**config.mk**
```make
export PLATFORM = sky130hd
export DESIGN_NAME = strip_peak_analyzer
export DESIGN_NICKNAME = d
export VERILOG_FILES = /design/src/hdl/spa_pkg.sv /design/src/hdl/spa_front.sv /design/src/hdl/spa_queue.sv /design/src/hdl/spa_back.sv /design/src/hdl/strip_peak_analyzer.sv
export VERILOG_INCLUDE_DIRS = /design/src /design/src/hdl
export SDC_FILE = /design/constraint.sdc
export NUM_CORES = 1
export LEC_CHECK = 0
export ABC_AREA = 1
export BUFFER_PORTS_ARGS = -buffer_cell sky130_fd_sc_hd__buf_2
export CORE_ASPECT_RATIO = 0.5
export CORE_MARGIN = 4
export CORE_UTILIZATION = 35
export CTS_BUF_LIST = sky130_fd_sc_hd__clkbuf_8
export DETAILED_ROUTE_END_ITERATION = 8
export PLACE_DENSITY_LB_ADDON = 0.15
export SYNTH_ARGS = -nofsm -noshare
export SYNTH_HDL_FRONTEND = slang
export SYNTH_HIERARCHICAL = 1
export SYNTH_SLANG_ARGS = --single-unit
```
**constraint.sdc**
```tcl
create_clock -name aclk -period 6.1 [get_ports aclk]
set_input_delay 1.22 -clock aclk [delete_from_list [all_inputs] [get_ports aclk]]
set_output_delay 1.22 -clock aclk [all_outputs]
set_load 0.1 [all_outputs]
```
**src/hdl/strip_peak_analyzer_defines.svh**
```systemverilog
// Assertion macros shared by the strip peak analyser RTL.
`ifndef STRIP_PEAK_ANALYZER_DEFINES_SVH
`define STRIP_PEAK_ANALYZER_DEFINES_SVH

// Checks a property on every rising edge of aclk while out of reset.
`define SPA_ASSERT(label, prop, msg) \
    label: assert property (@(posedge aclk) disable iff (!aresetn) (prop)) \
        else $error(msg);

// Checks that the consequent holds in the cycle after the antecedent.
`define SPA_ASSERT_NEXT(label, ante, cons, msg) \
    label: assert property (@(posedge aclk) disable iff (!aresetn) (ante) |=> (cons)) \
        else $error(msg);

`endif

```
**src/hdl/spa_pkg.sv**
```systemverilog
// Shared constants, types and state encodings of the strip peak analyser.
`default_nettype none
package spa_pkg;

    localparam int MAX_BINS  = 64;
    localparam int MAX_PEAKS = 32;

    localparam int SAMPLE_W = 16;
    localparam int BIN_W    = $clog2(MAX_BINS);
    localparam int BCNT_W   = $clog2(MAX_BINS + 1);
    localparam int NZ_W     = BIN_W + 1;
    localparam int SUM_W    = SAMPLE_W + BIN_W;
    localparam int PK_AW    = $clog2(MAX_PEAKS);
    localparam int PK_CW    = $clog2(MAX_PEAKS + 1);

    // Widths of the result fields on the ports.
    localparam int OUT_IDX_W = 6;
    localparam int OUT_SUM_W = 22;
    localparam int OUT_VB_W  = 7;
    localparam int OUT_NZ_W  = 7;
    localparam int OUT_CNT_W = 6;

    // Event queue between front and back.
    localparam int Q_AW    = 2;
    localparam int Q_DEPTH = 1 << Q_AW;

    // One queue entry: an optional maximum, and on the final beat the strip summary.
    typedef struct packed {
        logic                       peak_vld;
        logic [BIN_W-1:0]           peak_idx;
        logic signed [SAMPLE_W-1:0] peak_val;
        logic                       end_vld;
        logic                       head;
        logic                       tail_vld;
        logic [BIN_W-1:0]           tail_idx;
        logic signed [SAMPLE_W-1:0] tail_val;
        logic signed [SUM_W-1:0]    integral;
        logic [BCNT_W-1:0]          valid_bins;
        logic signed [NZ_W-1:0]     first_nz;
        logic signed [NZ_W-1:0]     last_nz;
    } spa_evt_t;

    // One stored maximum.
    typedef struct packed {
        logic [BIN_W-1:0]           idx;
        logic signed [SAMPLE_W-1:0] val;
    } spa_peak_t;

    typedef enum logic [2:0] {
        B_COLLECT,
        B_SCAN_RD,
        B_SCAN_USE,
        B_EMIT_RD,
        B_EMIT_USE,
        B_EMPTY
    } spa_bstate_t;

endpackage
`default_nettype wire

```
**src/hdl/spa_front.sv**
```systemverilog
// Front end: takes sample beats, keeps the strip statistics and detects local maxima.
`default_nettype none
`include "strip_peak_analyzer_defines.svh"
module spa_front (
    input  logic                                aclk,
    input  logic                                aresetn,
    input  logic                                cfg_wr_en,
    input  logic                                cfg_wr_data,
    input  logic                                s_valid,
    output logic                                s_ready,
    input  logic signed [spa_pkg::SAMPLE_W-1:0] s_sample,
    input  logic                                s_last,
    input  logic                                q_full,
    output logic                                evt_push,
    output spa_pkg::spa_evt_t                   evt
);
    import spa_pkg::*;

    logic                       clamp_reg, clamp_next;
    logic [BCNT_W-1:0]          bin_reg, bin_upd, bin_next;
    logic signed [SAMPLE_W-1:0] prev_reg, prev_upd, prev_next;
    logic                       asc_reg, asc_upd, asc_next;
    logic                       rise_reg, rise_upd, rise_next;
    logic                       head_reg, head_upd, head_next;
    logic signed [SUM_W-1:0]    sum_reg, sum_upd, sum_next;
    logic [BCNT_W-1:0]          nzc_reg, nzc_upd, nzc_next;
    logic signed [NZ_W-1:0]     first_reg, first_upd, first_next;
    logic signed [NZ_W-1:0]     last_reg, last_upd, last_next;

    logic                       accept, work, not_first, second;
    logic                       rise, fall, head_hit, peak_hit;
    logic [BIN_W-1:0]           bin_lo;
    logic signed [SAMPLE_W-1:0] smp;

    assign s_ready   = !q_full;
    assign accept    = s_valid && s_ready;
    assign work      = accept && (bin_reg < BCNT_W'(MAX_BINS));
    assign bin_lo    = bin_reg[BIN_W-1:0];
    assign not_first = (bin_reg != '0);
    assign second    = (bin_reg == BCNT_W'(1));
    assign smp       = (clamp_reg && s_sample[SAMPLE_W-1]) ? '0 : s_sample;
    assign rise      = (smp > prev_reg);
    assign fall      = (smp < prev_reg);
    assign head_hit  = work && second && fall;
    // A fall after an ascent closes an interior peak; bin 0 falling into bin 1 is the head peak.
    assign peak_hit  = work && not_first && fall && (second || asc_reg);

    always_comb begin
        bin_upd   = bin_reg;
        prev_upd  = prev_reg;
        asc_upd   = asc_reg;
        rise_upd  = rise_reg;
        head_upd  = head_reg;
        sum_upd   = sum_reg;
        nzc_upd   = nzc_reg;
        first_upd = first_reg;
        last_upd  = last_reg;
        if (work) begin
            bin_upd  = bin_reg + 1'b1;
            prev_upd = smp;
            sum_upd  = sum_reg + SUM_W'(smp);
            if (smp != '0) begin
                nzc_upd  = nzc_reg + 1'b1;
                last_upd = NZ_W'(bin_lo);
                if (first_reg[NZ_W-1]) begin
                    first_upd = NZ_W'(bin_lo);
                end
            end
            if (not_first) begin
                rise_upd = rise;
                if (rise) begin
                    asc_upd = 1'b1;
                end
                if (fall) begin
                    asc_upd = 1'b0;
                end
            end
            if (head_hit) begin
                head_upd = 1'b1;
            end
        end
    end

    always_comb begin
        clamp_next = cfg_wr_en ? cfg_wr_data : clamp_reg;
        if (accept && s_last) begin
            bin_next   = '0;
            prev_next  = '0;
            asc_next   = 1'b0;
            rise_next  = 1'b0;
            head_next  = 1'b0;
            sum_next   = '0;
            nzc_next   = '0;
            first_next = '1;
            last_next  = '1;
        end else begin
            bin_next   = bin_upd;
            prev_next  = prev_upd;
            asc_next   = asc_upd;
            rise_next  = rise_upd;
            head_next  = head_upd;
            sum_next   = sum_upd;
            nzc_next   = nzc_upd;
            first_next = first_upd;
            last_next  = last_upd;
        end
    end

    always_comb begin
        evt.peak_vld   = peak_hit;
        evt.peak_idx   = bin_lo - 1'b1;
        evt.peak_val   = prev_reg;
        evt.end_vld    = accept && s_last;
        evt.head       = head_upd;
        evt.tail_vld   = (bin_upd > BCNT_W'(1)) && rise_upd;
        evt.tail_idx   = BIN_W'(bin_upd - 1'b1);
        evt.tail_val   = prev_upd;
        evt.integral   = sum_upd;
        evt.valid_bins = nzc_upd;
        evt.first_nz   = first_upd;
        evt.last_nz    = last_upd;
    end

    assign evt_push = accept && (peak_hit || s_last);

    always_ff @(posedge aclk) begin
        if (!aresetn) begin
            clamp_reg <= 1'b0;
            bin_reg   <= '0;
            prev_reg  <= '0;
            asc_reg   <= 1'b0;
            rise_reg  <= 1'b0;
            head_reg  <= 1'b0;
            sum_reg   <= '0;
            nzc_reg   <= '0;
            first_reg <= '1;
            last_reg  <= '1;
        end else begin
            clamp_reg <= clamp_next;
            bin_reg   <= bin_next;
            prev_reg  <= prev_next;
            asc_reg   <= asc_next;
            rise_reg  <= rise_next;
            head_reg  <= head_next;
            sum_reg   <= sum_next;
            nzc_reg   <= nzc_next;
            first_reg <= first_next;
            last_reg  <= last_next;
        end
    end

    `SPA_ASSERT(a_bin_bound, bin_reg <= BCNT_W'(MAX_BINS), "bin index ran past the strip length")

endmodule
`default_nettype wire

```
**src/hdl/spa_queue.sv**
```systemverilog
// Short event queue that decouples the front end from the result sequencer.
`default_nettype none
`include "strip_peak_analyzer_defines.svh"
module spa_queue (
    input  logic              aclk,
    input  logic              aresetn,
    input  logic              push,
    input  spa_pkg::spa_evt_t din,
    input  logic              pop,
    output spa_pkg::spa_evt_t dout,
    output logic              empty,
    output logic              full
);
    import spa_pkg::*;

    spa_evt_t          slot_reg [Q_DEPTH];
    logic [Q_AW-1:0]   wr_ptr_reg, wr_ptr_next;
    logic [Q_AW-1:0]   rd_ptr_reg, rd_ptr_next;
    logic [Q_AW:0]     cnt_reg, cnt_next;

    assign empty = (cnt_reg == '0);
    assign full  = (cnt_reg == (Q_AW + 1)'(Q_DEPTH));
    assign dout  = slot_reg[rd_ptr_reg];

    always_comb begin
        wr_ptr_next = push ? wr_ptr_reg + 1'b1 : wr_ptr_reg;
        rd_ptr_next = pop ? rd_ptr_reg + 1'b1 : rd_ptr_reg;
        case ({push, pop})
            2'b10:   cnt_next = cnt_reg + 1'b1;
            2'b01:   cnt_next = cnt_reg - 1'b1;
            default: cnt_next = cnt_reg;
        endcase
    end

    always_ff @(posedge aclk) begin
        if (push) begin
            slot_reg[wr_ptr_reg] <= din;
        end
    end

    always_ff @(posedge aclk) begin
        if (!aresetn) begin
            wr_ptr_reg <= '0;
            rd_ptr_reg <= '0;
            cnt_reg    <= '0;
        end else begin
            wr_ptr_reg <= wr_ptr_next;
            rd_ptr_reg <= rd_ptr_next;
            cnt_reg    <= cnt_next;
        end
    end

    `SPA_ASSERT(a_q_fill, cnt_reg <= (Q_AW + 1)'(Q_DEPTH), "queue fill count exceeds its depth")

endmodule
`default_nettype wire

```
**src/hdl/spa_back.sv**
```systemverilog
// Back end: stores maxima, finds the global peak and sends out the result beats.
`default_nettype none
`include "strip_peak_analyzer_defines.svh"
module spa_back (
    input  logic                                 aclk,
    input  logic                                 aresetn,
    input  logic                                 q_empty,
    input  spa_pkg::spa_evt_t                    q_dout,
    output logic                                 q_pop,
    output logic                                 m_valid,
    input  logic                                 m_ready,
    output logic                                 m_has_maximum,
    output logic [spa_pkg::OUT_IDX_W-1:0]        m_peak_index,
    output logic signed [spa_pkg::SAMPLE_W-1:0]  m_peak_value,
    output logic                                 m_is_global,
    output logic signed [spa_pkg::OUT_SUM_W-1:0] m_integral,
    output logic [spa_pkg::OUT_VB_W-1:0]         m_valid_bins,
    output logic signed [spa_pkg::OUT_NZ_W-1:0]  m_first_nonzero,
    output logic signed [spa_pkg::OUT_NZ_W-1:0]  m_last_nonzero,
    output logic [spa_pkg::OUT_CNT_W-1:0]        m_maxima_count,
    output logic [spa_pkg::OUT_CNT_W-1:0]        m_global_count,
    output logic                                 m_last_result
);
    import spa_pkg::*;

    spa_bstate_t state_reg, state_next;
    logic [PK_CW-1:0] cnt_reg, cnt_next, cnt_new;
    logic [PK_CW-1:0] p_reg, p_next;
    logic [PK_CW-1:0] k_reg, k_new;
    logic [PK_CW:0]   k_sum;
    logic signed [SAMPLE_W-1:0] best_reg;
    logic [PK_CW-1:0] best_cnt_reg;

    // Strip summary held while the results go out.
    logic                       head_reg, tail_vld_reg;
    logic [BIN_W-1:0]           tail_idx_reg;
    logic signed [SAMPLE_W-1:0] tail_val_reg;
    logic signed [SUM_W-1:0]    sum_reg;
    logic [BCNT_W-1:0]          vb_reg;
    logic signed [NZ_W-1:0]     fnz_reg, lnz_reg;

    spa_peak_t        peak_mem [MAX_PEAKS];
    spa_peak_t        rd_data_reg;
    logic [PK_CW-1:0] rd_idx;
    logic             mem_we, end_pop, out_free, out_load, p_last, cur_is_tail;
    logic [BIN_W-1:0]           cur_idx;
    logic signed [SAMPLE_W-1:0] cur_val;

    logic                       m_valid_reg, m_valid_next;
    logic                       m_has_max_reg, m_is_global_reg, m_last_result_reg;
    logic                       m_last_result_next;
    logic [OUT_IDX_W-1:0]       m_idx_reg;
    logic signed [SAMPLE_W-1:0] m_val_reg;
    logic signed [OUT_SUM_W-1:0] m_sum_reg;
    logic [OUT_VB_W-1:0]        m_vb_reg;
    logic signed [OUT_NZ_W-1:0] m_fnz_reg, m_lnz_reg;
    logic [OUT_CNT_W-1:0]       m_maxc_reg, m_globc_reg;

    // List order: head peak, then tail peak, then the stored interior peaks.
    assign cur_is_tail = tail_vld_reg && (p_reg == PK_CW'(head_reg));
    assign rd_idx      = (tail_vld_reg && (p_reg > PK_CW'(head_reg))) ? p_reg - 1'b1 : p_reg;
    assign cur_idx     = cur_is_tail ? tail_idx_reg : rd_data_reg.idx;
    assign cur_val     = cur_is_tail ? tail_val_reg : rd_data_reg.val;
    assign p_last      = (p_reg == k_reg - 1'b1);
    assign out_free    = !m_valid_reg || m_ready;

    always_comb begin
        q_pop    = (state_reg == B_COLLECT) && !q_empty;
        end_pop  = q_pop && q_dout.end_vld;
        mem_we   = q_pop && q_dout.peak_vld && (cnt_reg < PK_CW'(MAX_PEAKS));
        cnt_new  = mem_we ? cnt_reg + 1'b1 : cnt_reg;
        k_sum    = {1'b0, cnt_new} + (PK_CW + 1)'(q_dout.tail_vld);
        k_new    = (k_sum > (PK_CW + 1)'(MAX_PEAKS)) ? PK_CW'(MAX_PEAKS) : k_sum[PK_CW-1:0];
        out_load = out_free && ((state_reg == B_EMIT_USE) || (state_reg == B_EMPTY));
        m_last_result_next = (state_reg == B_EMPTY) || p_last;
        m_valid_next = out_load ? 1'b1 : (m_ready ? 1'b0 : m_valid_reg);
        p_next   = p_reg;
        cnt_next = cnt_new;
        case (state_reg)
            B_COLLECT: begin
                if (end_pop) begin
                    p_next = '0;
                end
            end
            B_SCAN_USE: begin
                p_next = p_last ? '0 : p_reg + 1'b1;
            end
            B_EMIT_USE: begin
                if (out_free) begin
                    p_next = p_last ? '0 : p_reg + 1'b1;
                    if (p_last) begin
                        cnt_next = '0;
                    end
                end
            end
            B_EMPTY: begin
                if (out_free) begin
                    cnt_next = '0;
                end
            end
            default: begin
                p_next = p_reg;
            end
        endcase
    end

    always_comb begin
        state_next = state_reg;
        case (state_reg)
            B_COLLECT: begin
                if (end_pop) begin
                    state_next = (k_new == '0) ? B_EMPTY : B_SCAN_RD;
                end
            end
            B_SCAN_RD:  state_next = B_SCAN_USE;
            B_SCAN_USE: state_next = p_last ? B_EMIT_RD : B_SCAN_RD;
            B_EMIT_RD:  state_next = B_EMIT_USE;
            B_EMIT_USE: begin
                if (out_free) begin
                    state_next = p_last ? B_COLLECT : B_EMIT_RD;
                end
            end
            B_EMPTY: begin
                if (out_free) begin
                    state_next = B_COLLECT;
                end
            end
            default: state_next = B_COLLECT;
        endcase
    end

    always_ff @(posedge aclk) begin
        if (mem_we) begin
            peak_mem[cnt_reg[PK_AW-1:0]] <= '{idx: q_dout.peak_idx, val: q_dout.peak_val};
        end
        rd_data_reg <= peak_mem[rd_idx[PK_AW-1:0]];
    end

    always_ff @(posedge aclk) begin
        if (end_pop) begin
            head_reg     <= q_dout.head;
            tail_vld_reg <= q_dout.tail_vld;
            tail_idx_reg <= q_dout.tail_idx;
            tail_val_reg <= q_dout.tail_val;
            sum_reg      <= q_dout.integral;
            vb_reg       <= q_dout.valid_bins;
            fnz_reg      <= q_dout.first_nz;
            lnz_reg      <= q_dout.last_nz;
            k_reg        <= k_new;
        end
        if (state_reg == B_SCAN_USE) begin
            if ((p_reg == '0) || (cur_val > best_reg)) begin
                best_reg     <= cur_val;
                best_cnt_reg <= PK_CW'(1);
            end else if (cur_val == best_reg) begin
                best_cnt_reg <= best_cnt_reg + 1'b1;
            end
        end
        if (out_load) begin
            m_sum_reg         <= OUT_SUM_W'(sum_reg);
            m_vb_reg          <= OUT_VB_W'(vb_reg);
            m_fnz_reg         <= OUT_NZ_W'(fnz_reg);
            m_lnz_reg         <= OUT_NZ_W'(lnz_reg);
            m_last_result_reg <= m_last_result_next;
            if (state_reg == B_EMPTY) begin
                m_has_max_reg   <= 1'b0;
                m_idx_reg       <= '0;
                m_val_reg       <= '0;
                m_is_global_reg <= 1'b0;
                m_maxc_reg      <= '0;
                m_globc_reg     <= '0;
            end else begin
                m_has_max_reg   <= 1'b1;
                m_idx_reg       <= OUT_IDX_W'(cur_idx);
                m_val_reg       <= cur_val;
                m_is_global_reg <= (cur_val == best_reg);
                m_maxc_reg      <= OUT_CNT_W'(k_reg);
                m_globc_reg     <= OUT_CNT_W'(best_cnt_reg);
            end
        end
    end

    always_ff @(posedge aclk) begin
        if (!aresetn) begin
            state_reg   <= B_COLLECT;
            cnt_reg     <= '0;
            p_reg       <= '0;
            m_valid_reg <= 1'b0;
        end else begin
            state_reg   <= state_next;
            cnt_reg     <= cnt_next;
            p_reg       <= p_next;
            m_valid_reg <= m_valid_next;
        end
    end

    assign m_valid         = m_valid_reg;
    assign m_has_maximum   = m_has_max_reg;
    assign m_peak_index    = m_idx_reg;
    assign m_peak_value    = m_val_reg;
    assign m_is_global     = m_is_global_reg;
    assign m_integral      = m_sum_reg;
    assign m_valid_bins    = m_vb_reg;
    assign m_first_nonzero = m_fnz_reg;
    assign m_last_nonzero  = m_lnz_reg;
    assign m_maxima_count  = m_maxc_reg;
    assign m_global_count  = m_globc_reg;
    assign m_last_result   = m_last_result_reg;

    `SPA_ASSERT(a_store_bound, cnt_reg <= PK_CW'(MAX_PEAKS), "peak store count exceeds its depth")
    `SPA_ASSERT(a_pos_range, ((state_reg == B_SCAN_USE) || (state_reg == B_EMIT_USE)) |-> (p_reg < k_reg), "list position outside the maxima list")
    `SPA_ASSERT_NEXT(a_strip_done, out_load && m_last_result_next, (state_reg == B_COLLECT) && (cnt_reg == '0), "sequencer did not return to collection after the final result")

endmodule
`default_nettype wire

```
**src/hdl/strip_peak_analyzer.sv**
```systemverilog
// Top level of the strip peak analyser: front end, event queue and result sequencer.
`default_nettype none
// The analyser takes one strip of signed time-bin samples, one sample per beat on the
// s_ channel with s_last on the final bin, and reports every local maximum of the strip
// on the m_ channel once the strip has ended. Each result beat carries the bin index and
// value of one maximum, whether that value equals the highest among all maxima, and the
// strip summary (integral, nonzero bin count, first and last nonzero bin, number of
// maxima and of global maxima); m_last_result marks the final beat of a strip. A strip
// without maxima gives a single summary beat with m_has_maximum low. Maxima go out as the
// head peak first, then the tail peak, then the interior peaks in bin order, at most
// MAX_PEAKS of them; bins past MAX_BINS are ignored, though their last flag still ends the
// strip. Setting cfg_wr_en writes the clamp flag from cfg_wr_data: when set, negative
// samples count as zero. The front end takes one sample beat per cycle and writes every
// maximum it finds, plus the strip summary, into a four-entry event queue; s_ready drops
// only while that queue is full. The back end stores the maxima in a 32-entry peak memory
// with a registered read port: at the end of a strip, the pass that finds the global
// peak and the output each use a read state and a use state per maximum, with the
// result register free to hold a beat while the next one is fetched. During that drain
// the front end keeps accepting the next strip until the queue fills.
module strip_peak_analyzer (
    input  logic                                 aclk,
    input  logic                                 aresetn,
    input  logic                                 cfg_wr_en,
    input  logic                                 cfg_wr_data,
    input  logic                                 s_valid,
    output logic                                 s_ready,
    input  logic signed [spa_pkg::SAMPLE_W-1:0]  s_sample,
    input  logic                                 s_last,
    output logic                                 m_valid,
    input  logic                                 m_ready,
    output logic                                 m_has_maximum,
    output logic [spa_pkg::OUT_IDX_W-1:0]        m_peak_index,
    output logic signed [spa_pkg::SAMPLE_W-1:0]  m_peak_value,
    output logic                                 m_is_global,
    output logic signed [spa_pkg::OUT_SUM_W-1:0] m_integral,
    output logic [spa_pkg::OUT_VB_W-1:0]         m_valid_bins,
    output logic signed [spa_pkg::OUT_NZ_W-1:0]  m_first_nonzero,
    output logic signed [spa_pkg::OUT_NZ_W-1:0]  m_last_nonzero,
    output logic [spa_pkg::OUT_CNT_W-1:0]        m_maxima_count,
    output logic [spa_pkg::OUT_CNT_W-1:0]        m_global_count,
    output logic                                 m_last_result
);
    import spa_pkg::*;

    // Events flow from the front end through the queue to the back end.
    spa_evt_t front_evt;
    spa_evt_t queue_evt;
    logic     evt_push;
    logic     evt_pop;
    logic     queue_empty;
    logic     queue_full;

    // The front end classifies each sample beat and pushes maxima and the strip summary.
    spa_front u_front (
        .aclk        (aclk),
        .aresetn     (aresetn),
        .cfg_wr_en   (cfg_wr_en),
        .cfg_wr_data (cfg_wr_data),
        .s_valid     (s_valid),
        .s_ready     (s_ready),
        .s_sample    (s_sample),
        .s_last      (s_last),
        .q_full      (queue_full),
        .evt_push    (evt_push),
        .evt         (front_evt)
    );

    // The queue lets the front end run on while the back end drains a finished strip.
    spa_queue u_queue (
        .aclk    (aclk),
        .aresetn (aresetn),
        .push    (evt_push),
        .din     (front_evt),
        .pop     (evt_pop),
        .dout    (queue_evt),
        .empty   (queue_empty),
        .full    (queue_full)
    );

    // The back end collects maxima, finds the global peak and sends the result beats.
    spa_back u_back (
        .aclk            (aclk),
        .aresetn         (aresetn),
        .q_empty         (queue_empty),
        .q_dout          (queue_evt),
        .q_pop           (evt_pop),
        .m_valid         (m_valid),
        .m_ready         (m_ready),
        .m_has_maximum   (m_has_maximum),
        .m_peak_index    (m_peak_index),
        .m_peak_value    (m_peak_value),
        .m_is_global     (m_is_global),
        .m_integral      (m_integral),
        .m_valid_bins    (m_valid_bins),
        .m_first_nonzero (m_first_nonzero),
        .m_last_nonzero  (m_last_nonzero),
        .m_maxima_count  (m_maxima_count),
        .m_global_count  (m_global_count),
        .m_last_result   (m_last_result)
    );

endmodule
`default_nettype wire
```
# Word level (Yosys, flattened, before mapping)
# Memory sizes are Yosys's and may differ from the RTL's. A register that Yosys moved wholly into a read port is not among the register bits.
# Index checks and enable logic that the tools add are counted.
# Widths: inputs -> output; s select.
[word_totals] latchBits=0 elab_cells=172 n_memories=2 output_inout_bits=82 inputBits=23 regBits=268 mem_bits_rw=1068 rom_bits=0
[op_classes] shift=0 bitwise_logic=1 mux=48 order_cmp=8 multipliers=0 n_reduce_logical=44 n_eq_ne=15 div=0 add_sub_neg=15
[memory_table] name="u_back.peak_mem" words=32 width=22 read_ports=1 rd_clocked_by_memory_dff=1 wr=1 line_no="spa_back.sv:42" text="spa_peak_t peak_mem [MAX_PEAKS];"
[memory_table] name="u_queue.slot_reg" words=4 width=91 read_ports=1 rd_clocked_by_memory_dff=1 wr=1 line_no="spa_queue.sv:16" text="spa_evt_t slot_reg [Q_DEPTH];"
[ops] op="$mux 6" count=11
[ops] op="$mux 7" count=7
[ops] op="$mux 16" count=3
[ops] op="$gt 16x16->1" count=2
[ops] op="$add 22x16->22" count=1
[ops] op="$mux 22" count=1
[ops] op="$add 6x1->6 const B" count=3
[ops] op="$logic_and 1x1->1" count=18
[ops] op="$pmux 3 s6" count=1
[ops] op="$pmux 6 s3" count=1
[ops] op="$sub 6x1->6 const B" count=3
[ops] op="$eq 16x16->1" count=1
[ops] op="$lt 16x16->1" count=1
[ops] op="$reduce_bool 16->1" count=1
[ops] op="$add 7x1->7 const B" count=2
[ops] op="$mux 1" count=13
[ops] op="$logic_not 6->1" count=2
[ops] op="$mux 3" count=4
[ops] op="$pmux 6 s2" count=1
[ops] op="$eq 3x3->1 const B" count=3
[ops] op="$reduce_and 3->1" count=3
[ops] op="$mux 2" count=4
[ops] op="$reduce_bool 2->1" count=4
[ops] op="$add 6x1->7" count=1
[ops] op="other kinds (27)" count=40

# Longest topological paths before layout
[depth] word_depth=13 ltp_mapped=26 depth_no_buf=25

# Hierarchy
# Netlist, hierarchy kept.
[modules_own_cells] mod="spa_back" seq_area_each_um2=27156.0 cells_per_inst=2599 n_inst=1 area_per_inst_um2=35874.4
[modules_own_cells] mod="spa_queue" seq_area_each_um2=11110.7 cells_per_inst=937 n_inst=1 area_per_inst_um2=13925.9
[modules_own_cells] mod="spa_front" seq_area_each_um2=1401.3 cells_per_inst=772 n_inst=1 area_per_inst_um2=5108.6

# Worst setup path before layout
# No wires, ideal clock.
[synth_timing] path_type="register -> register" from="register with a tool-made name" to="register u_back.p_reg[5]" t_arrival_ps=5432 synth_period_minus_slack_ps=5502 path_slack_ps=598 t_required_ps=6030 path_stages_with_launch=16 path_buffers=3 setup_ps=70 path_cell_list="dfxtp_1 > inv_2 > buf_6 > buf_6 > buf_6 > nor2_1 > o22ai_1 > inv_1 > nor2_1 > nor3_1 > a21oi_2 > o22ai_1 > nor3_1 > nand2_1 > or2_2 > a21oi_1"
[synth_rtl] element="end signal: assignment" line_no="spa_back.sv:192" text="p_reg <= p_next;"
[synth_rtl] element="end: declaration" line_no="spa_back.sv:28" text="logic [PK_CW-1:0] p_reg, p_next;"

# Worst setup path after layout
[layout_timing] from="input port s_sample[15] (netlist bit)" to="memory u_queue/slot_reg[0][7] (netlist bit), enable pin"
[layout_between] elab_chain_len=9
[layout_lines] element="start: declaration" line_no="strip_peak_analyzer.sv:27" text="input logic signed [spa_pkg::SAMPLE_W-1:0] s_sample,"
[layout_lines] element="$logic_and 1x1->1" line_no="spa_front.sv:41" text="assign smp = (clamp_reg && s_sample[SAMPLE_W-1]) ? '0 : s_sample;"
[layout_lines] element="$mux 16 *" line_no="spa_front.sv:41"
[layout_lines] element="$lt 16x16->1 *" line_no="spa_front.sv:43" text="assign fall = (smp < prev_reg);"
[layout_lines] element="$logic_and 1x1->1 * (2 in series)" line_no="spa_front.sv:46" text="assign peak_hit = work && not_first && fall && (second || asc_reg);"
[layout_lines] element="$logic_or 1x1->1 *" line_no="spa_front.sv:124" text="assign evt_push = accept && (peak_hit || s_last);"
[layout_lines] element="$logic_and 1x1->1 *" line_no="spa_front.sv:124"
[layout_lines] element="via evt_push" line_no="strip_peak_analyzer.sv:48" text="logic evt_push;"
[layout_lines] element="$mux 1 *" line_no="spa_queue.sv:36" text="if (push) begin"
[layout_lines] element="$mux 1 (not written as such) *" line_no="spa_queue.sv:37" text="slot_reg[wr_ptr_reg] <= din;"
[layout_lines] element="end: declaration" line_no="spa_queue.sv:16"
# The timed path passes the listed nets; every way through them passes the cells marked *.

==> metrics.txt <==
clk buf depth 3; final worst-path cycle share 70.33%; DR vias/cell 5.120; Crit Path Category in -> reg; Comb pwr share 35.3%; CTS Hold Bufs 0; minimum clock period 4.290 ns; worst-margin pin slew 1.172 ns; I/O pin count 105; drt wl/cell 21.57 microns; Final Hold Slack 0.4116 ns; part of the Yosys area used for sequential elements 72.24%; met2 wire length 66520 microns; crit-path max FO 32; initial antenna violation count 7; area share of the largest cell type after synthesis 67.98%; Top Layer Used met4; WP data arrival 4.85 ns; final setup vio count 0; Die H 288.1 microns; clock transition at the registers of the reported paths 0.06 ns; DR iter-0 viols 2807; largest net degree at the start of global routing 184; Setup Buffers After CTS 0; Fin Clk Skew 0.03869 ns; DR DRC count 0; via count 34419; Root Buffer Master clkbuf_8; leading post-synthesis cells by cell area edfxtp_1 (68%), o21ai_0 (5.2%), nor2_1 (4.8%), dfxtp_1 (4.3%), o221ai_1 (2.5%); PostCTS Resize Cnt 0; WL met3 7054 microns; Leak 21.43 nW; die area 163700 sq um; outcome finished, final reports clean; cell area after synthesis 54910 sq um; global route overflow 0; share of cells above drive strength 1 13.06%; Routed Antenna Nets 0; Placeable Area 155300 sq um; Syn Inst Count 4308; 1st-pass router iterations 6; All-Layer GR Usage 17.45%; FMAX 0.2331 GHz; Synth async-reset ratio 0%; final hold violation count 0; placer's final routability congestion estimate 0.8330; Largest register FFs 704; DP Wirelength 84920 microns; Req. time, crit path 6.66 ns; Yosys cell types 57; design area 61730 sq um; worst min path class reg -> reg; Clk network pwr share 23.0%; clk sinks 1360; DIE WIDTH 568.1 microns; Synth Flop Type edfxtp_1; # nets final 4577; YS warnings 6; starting density of the core 35.35%; RSZ-0062 raised after global routing false; Max rail drop VDD 372.0 uV; number of global-route vias before repair 34325; fin util 39.75%; switching power 11.99 mW; Placed Area 57990 sq um; Pint 18.18 mW; PwrDens 488.8 nW/um^2; Max-Cap Viols 0; Post-Syn Nets 4408; Port Buf Inserts 104; Post-synth EDFFs 1243; drt total wl 145000 microns; Synth Register Bits 1360; H-tree depth 4; pre-CTS setup slack 0.8811 ns; FP Rows 102; TritonCTS clock tree yes; switching portion of total power 39.73%; global-route wire length before repair 217100 microns; area growth from synthesis to layout 12.43%; wl on met1 68630 microns; Slew HR 21.76%; sequential power share 41.8%; largest area contributor in the netlist edfxtp_1; Clock Latency Late Sink 0.91 ns; Slew Viols, Final 0; setup_tns 0 ns; CTS Buf Count 201; Post-Syn Area per Cell 12.75 sq um; Crit. End Element flip-flop; Final WS setup 1.810 ns; crit start category primary input
==> cell type report <==
| class | instances | area, sq um |
|---|---|---|
| Antenna cell | 2 | 5.005 |
| Clock buffer | 219 | 3014 |
| Clock inverter | 147 | 710.7 |
| Fill cell | 14725 | 93580 |
| Inverter | 262 | 1012 |
| Multi-Input combinational cell | 2452 | 13350 |
| Sequential cell | 1360 | 39670 |
| Tap cell | 2080 | 2603 |
| Timing Repair Buffer | 200 | 1366 |
==> layout by cell type (no fill, tap or decap), drive strengths merged, types with 6 or more instances in the layout <==
cell type / Yosys / layout
edfxtp: 1243 / 1243
ha: 75 / 75
nor2: 718 / 718
clkinv: 1 / 41
nand2: 316 / 316
o21ai: 612 / 612
xor2: 30 / 30
o22ai: 93 / 93
clkbuf: 120 / 219
dfxtp: 117 / 117
buf: 114 / 200
a31oi: 6 / 6
and2: 21 / 21
o211ai: 45 / 45
o221ai: 154 / 154
nand4: 19 / 19
or2: 44 / 44
xnor2: 13 / 13
nand3: 192 / 192
o21a: 26 / 26
nor3: 20 / 20
a21oi: 44 / 44
inv: 261 / 361
==> synth_stat cells, types with 7 or more instances <==
library cell / count
a21oi_1: 43
and2_1: 21
buf_2: 79
buf_4: 10
buf_6: 24
clkbuf_1: 106
clkbuf_2: 14
dfxtp_1: 117
edfxtp_1: 1243
ha_1: 75
inv_1: 248
inv_2: 11
nand2_1: 302
nand2_2: 8
nand3_1: 187
nand4_1: 19
nor2_1: 706
nor2_2: 7
nor3_1: 17
o211ai_1: 45
o21a_1: 26
o21ai_0: 574
o21ai_1: 31
o221ai_1: 154
o22ai_1: 93
or2_2: 38
xnor2_1: 12
xor2_1: 27
==> metrics by stage <==
step | power [mW] | std cells
final | 30.17 | 6722
after global routing | 31.99 | 6721
after CTS | 30.50 | 6720
after detailed placement | 23.49 | 6354
after global placement | 23.35 | 6354
after floorplan | 19.79 | 4308
==> worst paths after layout <==
check	startpoint	end	slack (ns)	cells after the start
worst max-delay path	s_sample[15]	u_queue/slot_reg[0][7]	1.81	17
worst min-delay path	u_back/sum_reg[3]	u_back/m_integral[3]	0.41	0
worst min register to register	u_back/sum_reg[3]	u_back/m_integral[3]	0.41	0
worst max register to register	u_front/clamp_reg	u_queue/slot_reg[0][7]	1.89	16
==> critical path, stage by stage <==
cell and delay (ns):
buf_2 0.11, nand2_2 0.32, inv_2 0.14, nor2_1 0.27
ha_1 0.32, nand2_1 0.09, nor2_1 0.05, a211oi_1 0.22
nand2_1 0.09, nand2_1 0.10, nand2_1 0.06, nand2_1 0.08
nand3_1 0.17, o21ai_0 0.56, nand2_1 0.20, inv_4 0.46
buf_4 0.39
==> routing by layer <==
metal  global-route usage [%]  vias to the layer above
li1                         -                    16029
met1                    24.46                    17365
met2                    27.94                      834
met3                    3.083                      191
met4                    4.891                        0
met5                        0                        -
==> cell families after synthesis <==
| logic type | after synthesis | share of synthesized area [%] |
|---|---|---|
| flops | 1360 | 72.24 |
| xor+xnor | 43 | 0.7611 |
| buf+inv | 496 | 4.008 |
| compound gates | 995 | 10.84 |
| simple gates | 1337 | 10.36 |
| fa+ha+maj | 77 | 1.782 |
==> power groups by stage <==
| stage | Clock (mW) | Sequential, mW | Combinational (mW) |
|---|---|---|---|
| final | 6.92 | 12.6 | 10.6 |
| after global routing | 7.60 | 12.7 | 11.7 |
| after CTS | 7.17 | 12.6 | 10.7 |
| after detailed placement | 0 | 12.8 | 10.7 |
| after global placement | 0 | 12.8 | 10.6 |
| after floorplan | 0 | 13.6 | 6.18 |
Power figures use the tool's default switching activity.
